`src/rtl/b64enc_pkg.sv`:
```
package b64enc_pkg;

    // Group phase codes
    localparam logic [1:0] PHASE_START = 2'd0;
    localparam logic [1:0] PHASE_ONE   = 2'd1;
    localparam logic [1:0] PHASE_TWO   = 2'd2;

    localparam logic [7:0] PAD_CHAR = 8'h3D;

    localparam int QUEUE_DEPTH_DEFAULT = 2;

    typedef struct packed {
        logic [7:0] data_byte;
        logic       end_of_message;
    } in_item_t;

    typedef struct packed {
        logic [7:0] out_char;
        logic       last_char;
    } out_item_t;

    // One queued command: one or two sextets, then zero to two pads
    typedef struct packed {
        logic [5:0] sym0;
        logic [5:0] sym1;
        logic       two_sym;
        logic [1:0] n_pad;
        logic       last;
    } cmd_t;

    // Standard alphabet: A-Z, a-z, 0-9, '+', '/'
    function automatic logic [7:0] sym_char(input logic [5:0] v);
        logic [7:0] ch;
        if (v < 6'd26) begin
            ch = {2'b00, v} + 8'h41;
        end else if (v < 6'd52) begin
            ch = {2'b00, v} - 8'd26 + 8'h61;
        end else if (v < 6'd62) begin
            ch = {2'b00, v} - 8'd52 + 8'h30;
        end else if (v == 6'd62) begin
            ch = 8'h2B;
        end else begin
            ch = 8'h2F;
        end
        return ch;
    endfunction

endpackage

```
`src/rtl/b64enc_front.sv`:
```
module b64enc_front
    import b64enc_pkg::*;
(
    input  logic     aclk,
    input  logic     aresetn,
    input  logic     s_valid,
    output logic     s_ready,
    input  in_item_t s_data,
    input  logic     q_full,
    output logic     q_push,
    output cmd_t     q_cmd
);

    logic [1:0] phase_reg, phase_next;
    logic [3:0] leftover_reg, leftover_next;
    logic [7:0] b;
    logic       fin;

    assign s_ready = !q_full;
    assign q_push  = s_valid && s_ready;
    assign b       = s_data.data_byte;
    assign fin     = s_data.end_of_message;

    // Split the byte into sextets for the current group phase
    always_comb begin
        q_cmd         = '0;
        phase_next    = PHASE_START;
        leftover_next = '0;
        unique case (phase_reg)
            PHASE_ONE: begin
                q_cmd.sym0 = {leftover_reg[1:0], b[7:4]};
                if (fin) begin
                    q_cmd.sym1    = {b[3:0], 2'b00};
                    q_cmd.two_sym = 1'b1;
                    q_cmd.n_pad   = 2'd1;
                    q_cmd.last    = 1'b1;
                end else begin
                    leftover_next = b[3:0];
                    phase_next    = PHASE_TWO;
                end
            end
            PHASE_TWO: begin
                q_cmd.sym0    = {leftover_reg, b[7:6]};
                q_cmd.sym1    = b[5:0];
                q_cmd.two_sym = 1'b1;
                q_cmd.last    = fin;
            end
            default: begin
                q_cmd.sym0 = b[7:2];
                if (fin) begin
                    q_cmd.sym1    = {b[1:0], 4'b0000};
                    q_cmd.two_sym = 1'b1;
                    q_cmd.n_pad   = 2'd2;
                    q_cmd.last    = 1'b1;
                end else begin
                    leftover_next = {2'b00, b[1:0]};
                    phase_next    = PHASE_ONE;
                end
            end
        endcase
    end

    // Group state advances on every input transfer
    always_ff @(posedge aclk) begin
        if (!aresetn) begin
            phase_reg    <= PHASE_START;
            leftover_reg <= '0;
        end else if (q_push) begin
            phase_reg    <= phase_next;
            leftover_reg <= leftover_next;
        end
    end

    a_phase_legal: assert property (@(posedge aclk) disable iff (!aresetn)
        phase_reg != 2'd3)
        else $error("group phase reached unused code");

endmodule

```
`src/rtl/b64enc_queue.sv`:
```
module b64enc_queue
    import b64enc_pkg::*;
#(
    parameter int DEPTH = QUEUE_DEPTH_DEFAULT
) (
    input  logic aclk,
    input  logic aresetn,
    input  logic push,
    input  cmd_t push_cmd,
    output logic full,
    input  logic pop,
    output logic head_valid,
    output cmd_t head_cmd
);

    localparam int PTR_W = (DEPTH > 1) ? $clog2(DEPTH) : 1;
    localparam int CNT_W = $clog2(DEPTH + 1);
    localparam logic [PTR_W-1:0] LAST_PTR = PTR_W'(DEPTH - 1);

    cmd_t             slots_reg [DEPTH];
    logic [PTR_W-1:0] wr_ptr_reg, rd_ptr_reg;
    logic [CNT_W-1:0] count_reg;

    assign full       = count_reg == CNT_W'(DEPTH);
    assign head_valid = count_reg != '0;
    assign head_cmd   = slots_reg[rd_ptr_reg];

    // Slot storage
    always_ff @(posedge aclk) begin
        if (push) begin
            slots_reg[wr_ptr_reg] <= push_cmd;
        end
    end

    // Pointers and fill count
    always_ff @(posedge aclk) begin
        if (!aresetn) begin
            wr_ptr_reg <= '0;
            rd_ptr_reg <= '0;
            count_reg  <= '0;
        end else begin
            if (push) begin
                wr_ptr_reg <= (wr_ptr_reg == LAST_PTR) ? '0 : wr_ptr_reg + 1'b1;
            end
            if (pop) begin
                rd_ptr_reg <= (rd_ptr_reg == LAST_PTR) ? '0 : rd_ptr_reg + 1'b1;
            end
            if (push && !pop) begin
                count_reg <= count_reg + 1'b1;
            end else if (pop && !push) begin
                count_reg <= count_reg - 1'b1;
            end
        end
    end

    a_no_overflow: assert property (@(posedge aclk) disable iff (!aresetn)
        full |-> !push)
        else $error("push into full queue");

    a_no_underflow: assert property (@(posedge aclk) disable iff (!aresetn)
        !head_valid |-> !pop)
        else $error("pop from empty queue");

endmodule

```
`src/rtl/b64enc_back.sv`:
```
module b64enc_back
    import b64enc_pkg::*;
(
    input  logic      aclk,
    input  logic      aresetn,
    input  logic      head_valid,
    input  cmd_t      head_cmd,
    output logic      pop,
    output logic      m_valid,
    input  logic      m_ready,
    output out_item_t m_data
);

    logic [1:0] idx_reg;
    logic [1:0] last_idx;
    logic       advance;
    logic       is_end;
    logic [7:0] ch;
    logic       m_valid_reg;
    out_item_t  m_data_reg;

    assign last_idx = {1'b0, head_cmd.two_sym} + head_cmd.n_pad;
    assign is_end   = idx_reg == last_idx;
    assign advance  = head_valid && (!m_valid_reg || m_ready);
    assign pop      = advance && is_end;
    assign m_valid  = m_valid_reg;
    assign m_data   = m_data_reg;

    // Character for the current position of the head command
    always_comb begin
        if (idx_reg == 2'd0) begin
            ch = sym_char(head_cmd.sym0);
        end else if (idx_reg == 2'd1 && head_cmd.two_sym) begin
            ch = sym_char(head_cmd.sym1);
        end else begin
            ch = PAD_CHAR;
        end
    end

    // Output register, one character per transfer
    always_ff @(posedge aclk) begin
        if (!aresetn) begin
            m_valid_reg <= 1'b0;
            idx_reg     <= '0;
        end else if (advance) begin
            m_valid_reg <= 1'b1;
            idx_reg     <= is_end ? 2'd0 : idx_reg + 1'b1;
        end else if (m_ready) begin
            m_valid_reg <= 1'b0;
        end
    end

    always_ff @(posedge aclk) begin
        if (advance) begin
            m_data_reg.out_char  <= ch;
            m_data_reg.last_char <= head_cmd.last && is_end;
        end
    end

    a_idx_bound: assert property (@(posedge aclk) disable iff (!aresetn)
        head_valid |-> idx_reg <= last_idx)
        else $error("character index beyond command length");

    a_idx_held: assert property (@(posedge aclk) disable iff (!aresetn)
        idx_reg != 2'd0 |-> head_valid)
        else $error("partial command without queue entry");

endmodule

```
`src/rtl/base64_stream_encoder.sv`:
```
// Channel  Ports                          Item
// -------  -----------------------------  --------------------------------
// input    s_valid, s_ready, s_data       data_byte, end_of_message
// output   m_valid, m_ready, m_data       out_char, last_char
//
// The front queues each accepted byte as one or two sextets plus up to two pads;
// with a command queued and m_ready high, the back sends one character per cycle
// from its output register, so a byte yields 1 to 4 chars (4 per 3 bytes steady).
// Reset (aresetn low, synchronous) clears group phase, queue and output valid.
// s_ready drops only while the command queue is full; m_ready low holds the
// output register and the queue fills behind it.
module base64_stream_encoder
    import b64enc_pkg::*;
#(
    parameter int QUEUE_DEPTH = QUEUE_DEPTH_DEFAULT
) (
    input  logic      aclk,
    input  logic      aresetn,
    input  logic      s_valid,
    output logic      s_ready,
    input  in_item_t  s_data,
    output logic      m_valid,
    input  logic      m_ready,
    output out_item_t m_data
);

    logic q_full, q_push, q_pop, q_valid;
    cmd_t q_cmd, head_cmd;

    b64enc_front u_front (
        .aclk    (aclk),
        .aresetn (aresetn),
        .s_valid (s_valid),
        .s_ready (s_ready),
        .s_data  (s_data),
        .q_full  (q_full),
        .q_push  (q_push),
        .q_cmd   (q_cmd)
    );

    b64enc_queue #(
        .DEPTH (QUEUE_DEPTH)
    ) u_queue (
        .aclk       (aclk),
        .aresetn    (aresetn),
        .push       (q_push),
        .push_cmd   (q_cmd),
        .full       (q_full),
        .pop        (q_pop),
        .head_valid (q_valid),
        .head_cmd   (head_cmd)
    );

    b64enc_back u_back (
        .aclk       (aclk),
        .aresetn    (aresetn),
        .head_valid (q_valid),
        .head_cmd   (head_cmd),
        .pop        (q_pop),
        .m_valid    (m_valid),
        .m_ready    (m_ready),
        .m_data     (m_data)
    );

endmodule
```
`config.mk`:
```
export PLATFORM = sky130hd
export DESIGN_NAME = base64_stream_encoder
export DESIGN_NICKNAME = d
export VERILOG_FILES = /design/src/rtl/b64enc_pkg.sv /design/src/rtl/b64enc_front.sv /design/src/rtl/b64enc_queue.sv /design/src/rtl/b64enc_back.sv /design/src/rtl/base64_stream_encoder.sv
export SDC_FILE = /design/constraint.sdc
export NUM_CORES = 1
export LEC_CHECK = 0
export BUFFER_PORTS_ARGS = -buffer_cell sky130_fd_sc_hd__buf_2
export CAP_MARGIN = 20
export CORE_AREA = 2 2 98 100
export DETAILED_ROUTE_END_ITERATION = 8
export DIE_AREA = 0 0 100 102
export GPL_TIMING_DRIVEN = 0
export PLACE_DENSITY = 0.56
export SLEW_MARGIN = 40
export SYNTH_ARGS = -nofsm -noshare
export SYNTH_HDL_FRONTEND = slang
export SYNTH_SLANG_ARGS = --single-unit
```
`constraint.sdc`:
```
create_clock -name aclk -period 4.4 [get_ports aclk]
set_clock_uncertainty 0.05 [all_clocks]
set_input_delay 0.66 -clock aclk [delete_from_list [all_inputs] [get_ports aclk]]
set_output_delay 0.66 -clock aclk [all_outputs]
set_load 0.005 [all_outputs]
```
==> reports/results.ini, run 1 <==
[synth]
synth-main-ff-cell = edfxtp_1
syn_inst = 344
yosys.cell_types.count = 60
synth_edf_count = 41
ys_warn_count = 0
async_flop_share_pct = 0
synth_seq_cells = 55
syn_area_per_cell_um2 = 10.37
synth_sequential_area_ratio_pct = 42.37
synth_nets = 381
syn_area_mm2 = 0.003567

[layout]
finalNetCount = 410
largest_reg_flops = 32
final_cell_mix = edfxtp_1 (41), nand2_1 (29), ha_1 (24)
diodes = 0
nFillCells = 903
syn_to_final_growth_pct = 10.07
instances_no_fill = 485
drive_gt1_share_pct = 15.51
fin_area_mm2 = 0.003926
final_common_cell = edfxtp_1

[clock_tree]
cts_root_buf = clkbuf_8
cts_repair_resize_count = 0
clk_pin_slew_ns = 0.11
cts_buffer_depth = 2
ctsHoldBuffers = 0
clock_sinks = 55
htree_levels = 2
post_cts_buffers = 0
tritoncts = yes
cts_buffers = 5
clk_latency_ns = 0.31

[power]
clockPowerShare_pct = 12.5
p_int_w = 0.001395
comb_power_share_pct = 55.2
finalPower_w = 0.002397
p_sw_w = 0.001002
vdd_ir_drop_max_uv = 268.8
powerDensity_mw_per_mm2 = 610.4
swShare_pct = 41.80
power.leakage_nw = 1.434
power.share.sequential_pct = 32.3

[die]
die_area_mm2 = 0.01020
die_w_um = 100
coreArea_mm2 = 0.009109
row_count = 35
die_h_um = 102
boundaryPins = 24
start_util_pct = 39.16

[place]
place_congestion = 0.8793
place_inst = 477
port-buffer-count = 22
dpl_cell_area_mm2 = 0.003826
dp_hpwl_um = 5997

[route]
wire_per_inst_um = 15.84
drt_iter0_markers = 100
dr.pass1.iters = 5
finalWirelength_um = 7683
vias = 2700
drc_errors = 0
route.antenna.remaining_nets = 0
drt-vias-per-instance = 5.567

[job]
cap_violations = 0

[hold_path]
min_path_cells = 2
hold_path.startpoint = u_front.leftover_reg[2]
min_path_type = flip-flop to flip-flop
min_to = u_front.leftover_reg[2]

[grt]
grt_pass1_vias = 2558
antenna_found_initial = 0
grt_max_degree = 20
grt_pass1_wl_um = 12490
grt_overflow_total = 0
grt_usage_pct = 15.72

[worst_setup_path]
rr_endpoint = u_back.m_data[5]
path_delay_family = compound AO/OA/AOI/OAI gates
arrival_ns = 3.51
crit_path_max_incr_delay_ns = 0.59
crit_type = flip-flop to flip-flop
path_buf_inv = 4
crit_fanout = 10
cp_cell_sequence = buf_6 > buf_4 > mux2i_1 > inv_1 > ha_1 > clkbuf_1 > or2_2 > o211a_1 > a311o_1 > a311oi_1 > a211oi_1
regToRegSetupSlack_ns = 0.90
required_ns = 4.40
slowest_stage = mux2i_1
startpoint_type = flip-flop
ff2ff_path_depth = 11
end_kind = flip-flop

[sta]
clock.fmax_ghz = 0.2854
drv_slew = 0
finalCritPeriodShare_pct = 79.62
rsz0062_at_grt = false
finalHoldViolCount = 0
max_slew.worst_pin.slew_ns = 0.6488
period_minus_slack_ns = 3.503
setup_violations = 0
relSlewSlack_pct = 55.51
tns_ns = 0

[run_status]
status = complete, no violations

## cell families (layout without fill, tap and decap cells)
logic type	count (synthesis)	count (layout)	synth area share, %
xor+xnor	18	18	4.419
buf+inv	32	62	4.209
fa+ha+maj	24	24	8.418
simple gates	103	103	14.91
compound gates	93	93	19.15
flops	55	55	42.37
mux	19	19	6.524
## synthesized netlist by cell type, types with 3 or more instances
cell      count  share of area, %
edfxtp_1     41                35
nand2_1      29               3.1
ha_1         24               8.4
o21ai_0      19               2.7
nand3_1      17               2.4
dfxtp_1      14               7.9
inv_1        14               1.5
nor2_1       14               1.5
a22oi_1      13               2.7
xnor2_1      13               3.2
a21oi_1      12               1.7
and2_1       10               1.8
mux2i_1       9               2.5
clkbuf_1      8              0.84
nor2b_1       6               1.1
inv_2         5              0.53
nor3_1        5              0.70
o22ai_1       5              0.88
xor2_1        5               1.2
a211oi_1      4              0.84
a21boi_0      4              0.84
mux2_2        4               1.3
nand2b_1      4              0.70
a221oi_1      3              0.74
buf_6         3              0.95
mux2i_2       3               1.2
nor3b_1       3              0.63
o31a_1        3              0.74
or2_2         3              0.53
or3_1         3              0.53
## worst min-delay path, stage by stage (launching register included)
cell,delay [ns]
dfxtp_1,0.32
nand2_1,0.05
a21boi_0,0.06
## worst max-delay path by stage
stage                     startpoint               end  slack, ns  depth (start not counted)
final                      flip-flop  u_back.m_data[5]       0.90                         11
after global routing       flip-flop  u_back.m_data[5]       0.75                         11
after CTS                  flip-flop  u_back.m_data[5]       0.90                         11
after detailed placement   flip-flop  u_back.m_data[5]       0.91                         11
after global placement     flip-flop  u_back.m_data[5]       0.97                         11
after floorplan            flip-flop  u_back.m_data[5]       1.50                         11
## final cells by class
cell class                 count  area [µm²]  share of cell area [%]
timing repair buffer          22       110.1                   2.804
inverter                      19       71.32                   1.816
multi-input combinational    257        1921                   48.92
tap                          111       138.9                   3.537
clock inverter                 3       26.28                  0.6692
clock buffer                   5       68.82                   1.753
sequential                    55        1511                   38.50
buffer                        13       78.83                   2.008
## through the flow
| step | hold WS, ns | utilization, % | worst slack [ns] |
|---|---|---|---|
| 6_report | 0.4161 | 43.10 | 0.8966 |
| 5_1_grt | 0.4411 | 43.10 | 0.7469 |
| 4_1_cts | 0.4212 | 43.05 | 0.8988 |
| 3_5_place_dp | 0.4060 | 42.01 | 0.9146 |
| 3_3_place_gp | 0.3999 | 41.90 | 0.9723 |
| 2_1_floorplan | 0.3906 | - | 1.497 |
## power by group through the flow
stage               sequential, W  clock [W]  combinational, W
floorplan                0.000783          0          0.000996
global placement         0.000785          0           0.00130
detailed placement       0.000787          0           0.00132
CTS                      0.000775   0.000312           0.00132
global route             0.000787   0.000333           0.00146
finish                   0.000773   0.000300           0.00132
## routing by layer
| layer | global-route usage, % | wire, µm |
|---|---|---|
| met5 | 0 | 0 |
| met4 | 4.426 | 100 |
| met3 | 3.078 | 281 |
| met2 | 27.55 | 3744 |
| met1 | 19.92 | 3556 |
Note: power is estimated with default switching activity, not from simulation.
==> inputs of run 2 (changes only) <==
ABC_AREA = 1   (was default)
CORE_AREA = 2 2 99 101   (was 2 2 98 100)
DIE_AREA = 0 0 101 103   (was 0 0 100 102)
clock period = 3.25 ns   (was 4.4 ns; I/O delays follow)
==> run 2 against run 1 <==
  * Clock power increased by 35%
  * Hold slack worse by 0.0019 ns
  * Synthesized cell count is 33% higher
  * Power up 19%
==> reports/results.ini, run 2 <==
[route]
drc_errors = 0  ; unchanged
route.antenna.remaining_nets = 0  ; unchanged
drt-vias-per-instance = 4.809  ; -14%
drt_iter0_markers = 111  ; +11%
vias = 2900  ; +7.4%
wire_per_inst_um = 12.60  ; -20%
dr.pass1.iters = 4  ; -1
finalWirelength_um = 7597  ; -1.1%

[grt]
grt_pass1_wl_um = 13150  ; +5.3%
grt_overflow_total = 0  ; unchanged
grt_usage_pct = 15.89  ; +0.17 points
grt_max_degree = 21  ; +5.0%
antenna_found_initial = 0  ; unchanged
grt_pass1_vias = 2860  ; +12%

[worst_setup_path]
path_delay_family = adder cells
required_ns = 3.41  ; -0.99 ns
arrival_ns = 3.00  ; -0.51 ns
startpoint_type = flip-flop
crit_fanout = 10  ; unchanged
crit_path_max_incr_delay_ns = 0.52  ; -0.07 ns
slowest_stage = dfxtp_1
cp_cell_sequence = buf_4 > mux2i_1 > inv_1 > ha_1 > xnor2_1 > xor2_1 > inv_2 > nor2_2 > nand2_2 > ha_1 > a21oi_1 > o21ai_0 > o21ai_0 > a21oi_1
path_buf_inv = 3  ; -1
crit_type = flip-flop to flip-flop
end_kind = flip-flop

[power]
swShare_pct = 43.00  ; +1.2 points
powerDensity_mw_per_mm2 = 701.2  ; +15%
comb_power_share_pct = 49.7  ; -5.5 points
p_sw_w = 0.001223  ; +22%
power.share.sequential_pct = 36.1  ; +3.8 points
power.leakage_nw = 1.837  ; +28%
clockPowerShare_pct = 14.2  ; +1.7 points
vdd_ir_drop_max_uv = 378.3  ; +41%
p_int_w = 0.001621  ; +16%

[synth]
synth_xor_area_share_pct = 2.144  ; -2.3 points
synth_area_leader_cell = edfxtp_1
synth_compound_area_share_pct = 11.06  ; -8.1 points
ys_top_cells_by_count = nand2_1 (122), inv_1 (64), edfxtp_1 (41)
async_flop_share_pct = 0  ; unchanged
synth_top_area_share_pct = 33.48  ; -1.0 points
synth_nets = 495  ; +30%
yosys.area_share.adder_pct = 8.166  ; -0.25 points
synth_top_cells_by_area = edfxtp_1 (33%), nand2_1 (12%), ha_1 (8.2%)
yosysMostFrequentCell = nand2_1
synth-main-ff-cell = edfxtp_1
ys_warn_count = 0  ; unchanged
synth_top_family_by_area = simple AND/OR/NAND/NOR gates
synth_sequential_area_ratio_pct = 41.10  ; -1.3 points
synthMuxAreaShare_pct = 0.5444  ; -6.0 points
syn_area_mm2 = 0.003677  ; +3.1%
synth-simple-area-share_pct = 28.55  ; +14 points
synth_edf_count = 41  ; unchanged
yosys.cell_types.count = 41  ; -32%
synth_seq_cells = 55  ; unchanged
syn_area_per_cell_um2 = 8.029  ; -23%
syn_inst = 458  ; +33%

[sta]
clock.fmax_ghz = 0.3528  ; +24%
finalCritPeriodShare_pct = 87.20  ; +7.6 points
tns_ns = 0  ; unchanged
relSlewSlack_pct = 48.70  ; -6.8 points
period_minus_slack_ns = 2.834  ; -0.6693 ns
drv_slew = 0  ; unchanged
finalHoldViolCount = 0  ; unchanged
setup_violations = 0  ; unchanged
max_slew.worst_pin.slew_ns = 0.7696  ; +0.1207 ns
worst_slack_ns = 0.4159  ; -0.4807 ns
rsz0062_at_grt = false

[clock_tree]
tritoncts = yes
cts_buffer_depth = 2  ; unchanged
post_cts_buffers = 0  ; unchanged
clk_pin_slew_ns = 0.11  ; about the same
htree_levels = 2  ; unchanged
cts_root_buf = clkbuf_8
cts_repair_resize_count = 0  ; unchanged
cts_buffers = 5  ; unchanged
clk_latency_ns = 0.31  ; about the same
ctsHoldBuffers = 0  ; unchanged
clock_sinks = 55  ; unchanged

[place]
port-buffer-count = 23  ; +4.5%
dpl_worst_slack_ns = 0.4055  ; -0.5091 ns
dp_hpwl_um = 6152  ; +2.6%
dpl_cell_area_mm2 = 0.003949  ; +3.2%
place_congestion = 0.8917  ; +1.4%

[die]
die_h_um = 103  ; +0.98%
start_util_pct = 38.88  ; -0.29 points
coreArea_mm2 = 0.009459  ; +3.8%
die_w_um = 101  ; +1.0%
boundaryPins = 24  ; unchanged
row_count = 36  ; +2.9%
die_area_mm2 = 0.01040  ; +2.0%

[layout]
finalNetCount = 525  ; +28%
largest_reg_flops = 32  ; unchanged
nFillCells = 990  ; +9.6%
register_area_mm2 = 0.001511  ; unchanged
final_common_cell = nand2_1
fin_area_mm2 = 0.004056  ; +3.3%
final_cell_mix = nand2_1 (122), inv_1 (64), edfxtp_1 (41)
drive_gt1_share_pct = 16.36  ; +0.85 points
multi_input_area_mm2 = 0.001874  ; -2.4%
diodes = 0  ; unchanged
syn_to_final_growth_pct = 10.31

[hold_path]
hold_path.startpoint = aresetn
min_path_type = primary input to flip-flop

[job]
cap_violations = 0  ; unchanged

[run_status]
status = complete, no violations

[run 2: worst paths after layout]
path                                   to  slack (ns)  depth (start not counted)
setup / recovery     u_queue.count_reg[1]        0.42                         14
hold / removal          u_back.idx_reg[0]        0.41                          3
hold reg to reg   u_front.leftover_reg[2]        0.44                          2
setup reg to reg     u_queue.count_reg[1]        0.42                         14
[run 2: final cells by class]
cell class,instances,area share [%]
buffer,4,0.6477
clock buffer,5,1.696
clock inverter,3,0.8328
inverter,75,7.002
multi-input combinational,324,46.21
sequential,55,37.26
tap,114,3.516
timing repair buffer,23,2.838
[run 2: power groups by stage]
stage               Sequential, W  Combinational, W  Clock, W
floorplan                 0.00105           0.00106         0
global placement          0.00104           0.00140         0
detailed placement        0.00105           0.00142         0
CTS                       0.00103           0.00143  0.000420
global route              0.00104           0.00165  0.000440
finish                    0.00103           0.00141  0.000405
[run 2: per-layer routing]
layer,track usage (%),part of all wire [%],vias up
li1,-,-,1555
met1,19.75,47,1302
met2,29.33,50,37
met3,2.441,2.4,6
met4,3.222,0.88,0
met5,0,0,-
[run 2: tightest hold or removal path, delay by kind of cell]
kind | cells | cell delay, ns
AOI/OAI and AO/OA | 1 | 0.08
buffers and inverters | 2 | 0.19
[run 2: cells by family after synthesis]
kind of cell    count (synthesis)
mux                             2
fa+ha+maj                      24
simple gates                  227
xor+xnor                        9
flops                          55
compound gates                 62
buf+inv                        79
[run 2: metrics by stage]
stage               utilization (%)  hold WS (ns)  cells  total power (W)
floorplan                         -        0.3954    458         0.002109
global placement              41.60        0.4172    595         0.002439
detailed placement            41.75        0.4170    595         0.002468
CTS                           42.83        0.3995    603         0.002876
global route                  42.88        0.4186    603         0.003133
finish                        42.88        0.4141    603         0.002844
==> inputs of run 3 (changes only) <==
CORE_AREA = 2 2 89 91   (was 2 2 99 101)
DIE_AREA = 0 0 91 93   (was 0 0 101 103)
PLACE_DENSITY = 0.77   (was 0.56)
TNS_END_PERCENT = 100   (was default)
==> run 3 against run 2 <==
  * Sequential share of layout area rose by 0.069 points
  * Flip-flop and latch count stayed put
  * Non-clock buffer count did not move
  * Setup slack improved by 0.080 ns
  * Critical path depth unchanged
  * Sequential power about the same
  * Clock power grew 3%
  * Combinational power barely moved
  * Count of clock-buffer cells in the layout stayed put
  * Highest routed layer unchanged
  * Hold slack got worse by 0.017 ns
  * Largest power group unchanged
  * Critical endpoint unchanged
  * Register-to-register slack improved by 0.08 ns
==> reports/results.ini, run 3 (same netlist as run 2, synthesis figures left out) <==
[run_status]
status = complete, no violations

[clock_tree]
clock_sinks = 55  ; unchanged
clk_pin_slew_ns = 0.11  ; about the same
cts_repair_resize_count = 0  ; unchanged
cts_buffer_depth = 2  ; unchanged
htree_levels = 2  ; unchanged
ctsHoldBuffers = 0  ; unchanged
clk_latency_ns = 0.32  ; about the same
cts_buffers = 5  ; unchanged
cts_root_buf = clkbuf_8
tritoncts = yes
post_cts_buffers = 0  ; unchanged

[layout]
syn_to_final_growth_pct = 10.11
diodes = 0  ; unchanged
finalNetCount = 525  ; unchanged
drive_gt1_share_pct = 16.36  ; unchanged
final_common_cell = nand2_1
final_cell_mix = nand2_1 (122), inv_1 (64), edfxtp_1 (41)
largest_reg_flops = 32  ; unchanged
fin_util_pct = 53.79  ; +11 points

[route]
vias = 2995  ; +3.3%
route.antenna.remaining_nets = 0  ; unchanged
routed.top_layer = met4
drc_errors = 0  ; unchanged
drt-vias-per-instance = 5.068  ; +5.4%
drt_iter0_markers = 93  ; -16%
route.met2.wl_um = 3699  ; -2.9%
wire_per_inst_um = 12.55  ; -0.41%
wl_met1_um = 3148  ; -11%
finalWirelength_um = 7415  ; -2.4%
wl_met3_um = 358  ; +100%
dr.pass1.iters = 4  ; unchanged

[sta]
max_slew.worst_pin.slew_ns = 0.5421  ; -0.2275 ns
setup_violations = 0  ; unchanged
rsz0062_at_grt = false
finalCritPeriodShare_pct = 84.74  ; -2.5 points
whs_ns = 0.3975  ; -0.01662 ns
drv_slew = 0  ; unchanged
tns_ns = 0  ; unchanged
relSlewSlack_pct = 63.86  ; +15 points
finalHoldViolCount = 0  ; unchanged
period_minus_slack_ns = 2.754  ; -0.07996 ns
clock.fmax_ghz = 0.3631  ; +2.9%

[grt]
grt_pass1_wl_um = 12620  ; -4.0%
antenna_found_initial = 0  ; unchanged
grt_usage_pct = 18.34  ; +2.4 points
grt_pass1_vias = 2825  ; -1.2%
grt_overflow_total = 0  ; unchanged
grt_max_degree = 21  ; unchanged

[place]
dp_hpwl_um = 5841  ; -5.0%
port-buffer-count = 23  ; unchanged
place_congestion = 0.9621  ; +7.9%

[die]
boundaryPins = 24  ; unchanged
die_h_um = 93  ; -9.7%
row_count = 32  ; -11%
die_w_um = 91  ; -9.9%
die_area_mm2 = 0.008463  ; -19%
coreArea_mm2 = 0.007527  ; -20%
start_util_pct = 48.85  ; +10 points

[worst_setup_path]
slowest_stage = dfxtp_1
cp_cell_sequence = buf_4 > mux2i_1 > inv_1 > ha_1 > xnor2_1 > xor2_1 > inv_2 > nor2_2 > nand2_2 > ha_1 > a21oi_1 > o21ai_0 > o21ai_0 > a21oi_1
path_buf_inv = 3  ; unchanged
required_ns = 3.42  ; about the same
startpoint_type = flip-flop
end_kind = flip-flop
crit_fanout = 10  ; unchanged
crit_type = flip-flop to flip-flop
crit_path_max_incr_delay_ns = 0.51  ; about the same
path_delay_family = adder cells
worst-path-stages = 14  ; unchanged
arrival_ns = 2.92  ; -0.08 ns
ff2ff_path_depth = 14  ; unchanged

[power]
finalPower_w = 0.002873  ; +1.0%
powerDensity_mw_per_mm2 = 709.5  ; +1.2%
vdd_ir_drop_max_uv = 517.8  ; +37%
power.leakage_nw = 1.838  ; about the same

[hold_path]
min_path_type = primary input to flip-flop
min_path_cells = 2  ; -1
hold_path.startpoint = aresetn

[job]
cap_violations = 0  ; unchanged

[run 3: through the flow]
step	instance area (µm²)	worst slack (ns)	instances
3_3_place_gp	3920	0.4814	583
6_report	4049	0.4958	591
5_1_grt	4049	0.2315	591
2_1_floorplan	3677	0.7423	458
4_1_cts	4031	0.4352	591
3_5_place_dp	3929	0.4574	583
[run 3: worst register-to-register path, cell delays in order (launching register included)]
cell and delay [ns]:
dfxtp_1 0.51, buf_4 0.27, mux2i_1 0.20, inv_1 0.07
ha_1 0.21, xnor2_1 0.16, xor2_1 0.19, inv_2 0.06
nor2_2 0.11, nand2_2 0.09, ha_1 0.32, a21oi_1 0.10
o21ai_0 0.10, o21ai_0 0.15, a21oi_1 0.05
[run 3: final timing paths]
check,end,slack [ns]
min reg2reg,u_front.leftover_reg[2],0.42
max,u_queue.count_reg[1],0.50
min,u_front.phase_reg[1],0.40
max reg2reg,u_queue.count_reg[1],0.50
[run 3: where the power goes]
part | leakage (nW) | switching (W) | internal [W]
combinational | 1.28 | 0.000942 | 0.000490
clock | 0.0519 | 0.000253 | 0.000164
sequential | 0.506 | 0.0000497 | 0.000974
[run 3: layout make-up]
type                            count  area (µm²)
Tap cell                          102       127.6
Inverter                           75       284.0
Multi-Input combinational cell    324        1882
Clock inverter                      3       33.78
Sequential cell                    55        1511
Buffer                              4       26.28
Clock buffer                        5       68.82
Timing Repair Buffer               23       115.1
Fill cell                         741        3478
[run 3: per-layer routing]
layer  global-route usage (%)  vias to the layer above
met1                    21.89                     1358
met4                    7.955                        0
met5                        0                        -
met3                    2.820                       17
li1                         -                     1551
met2                    32.84                       69
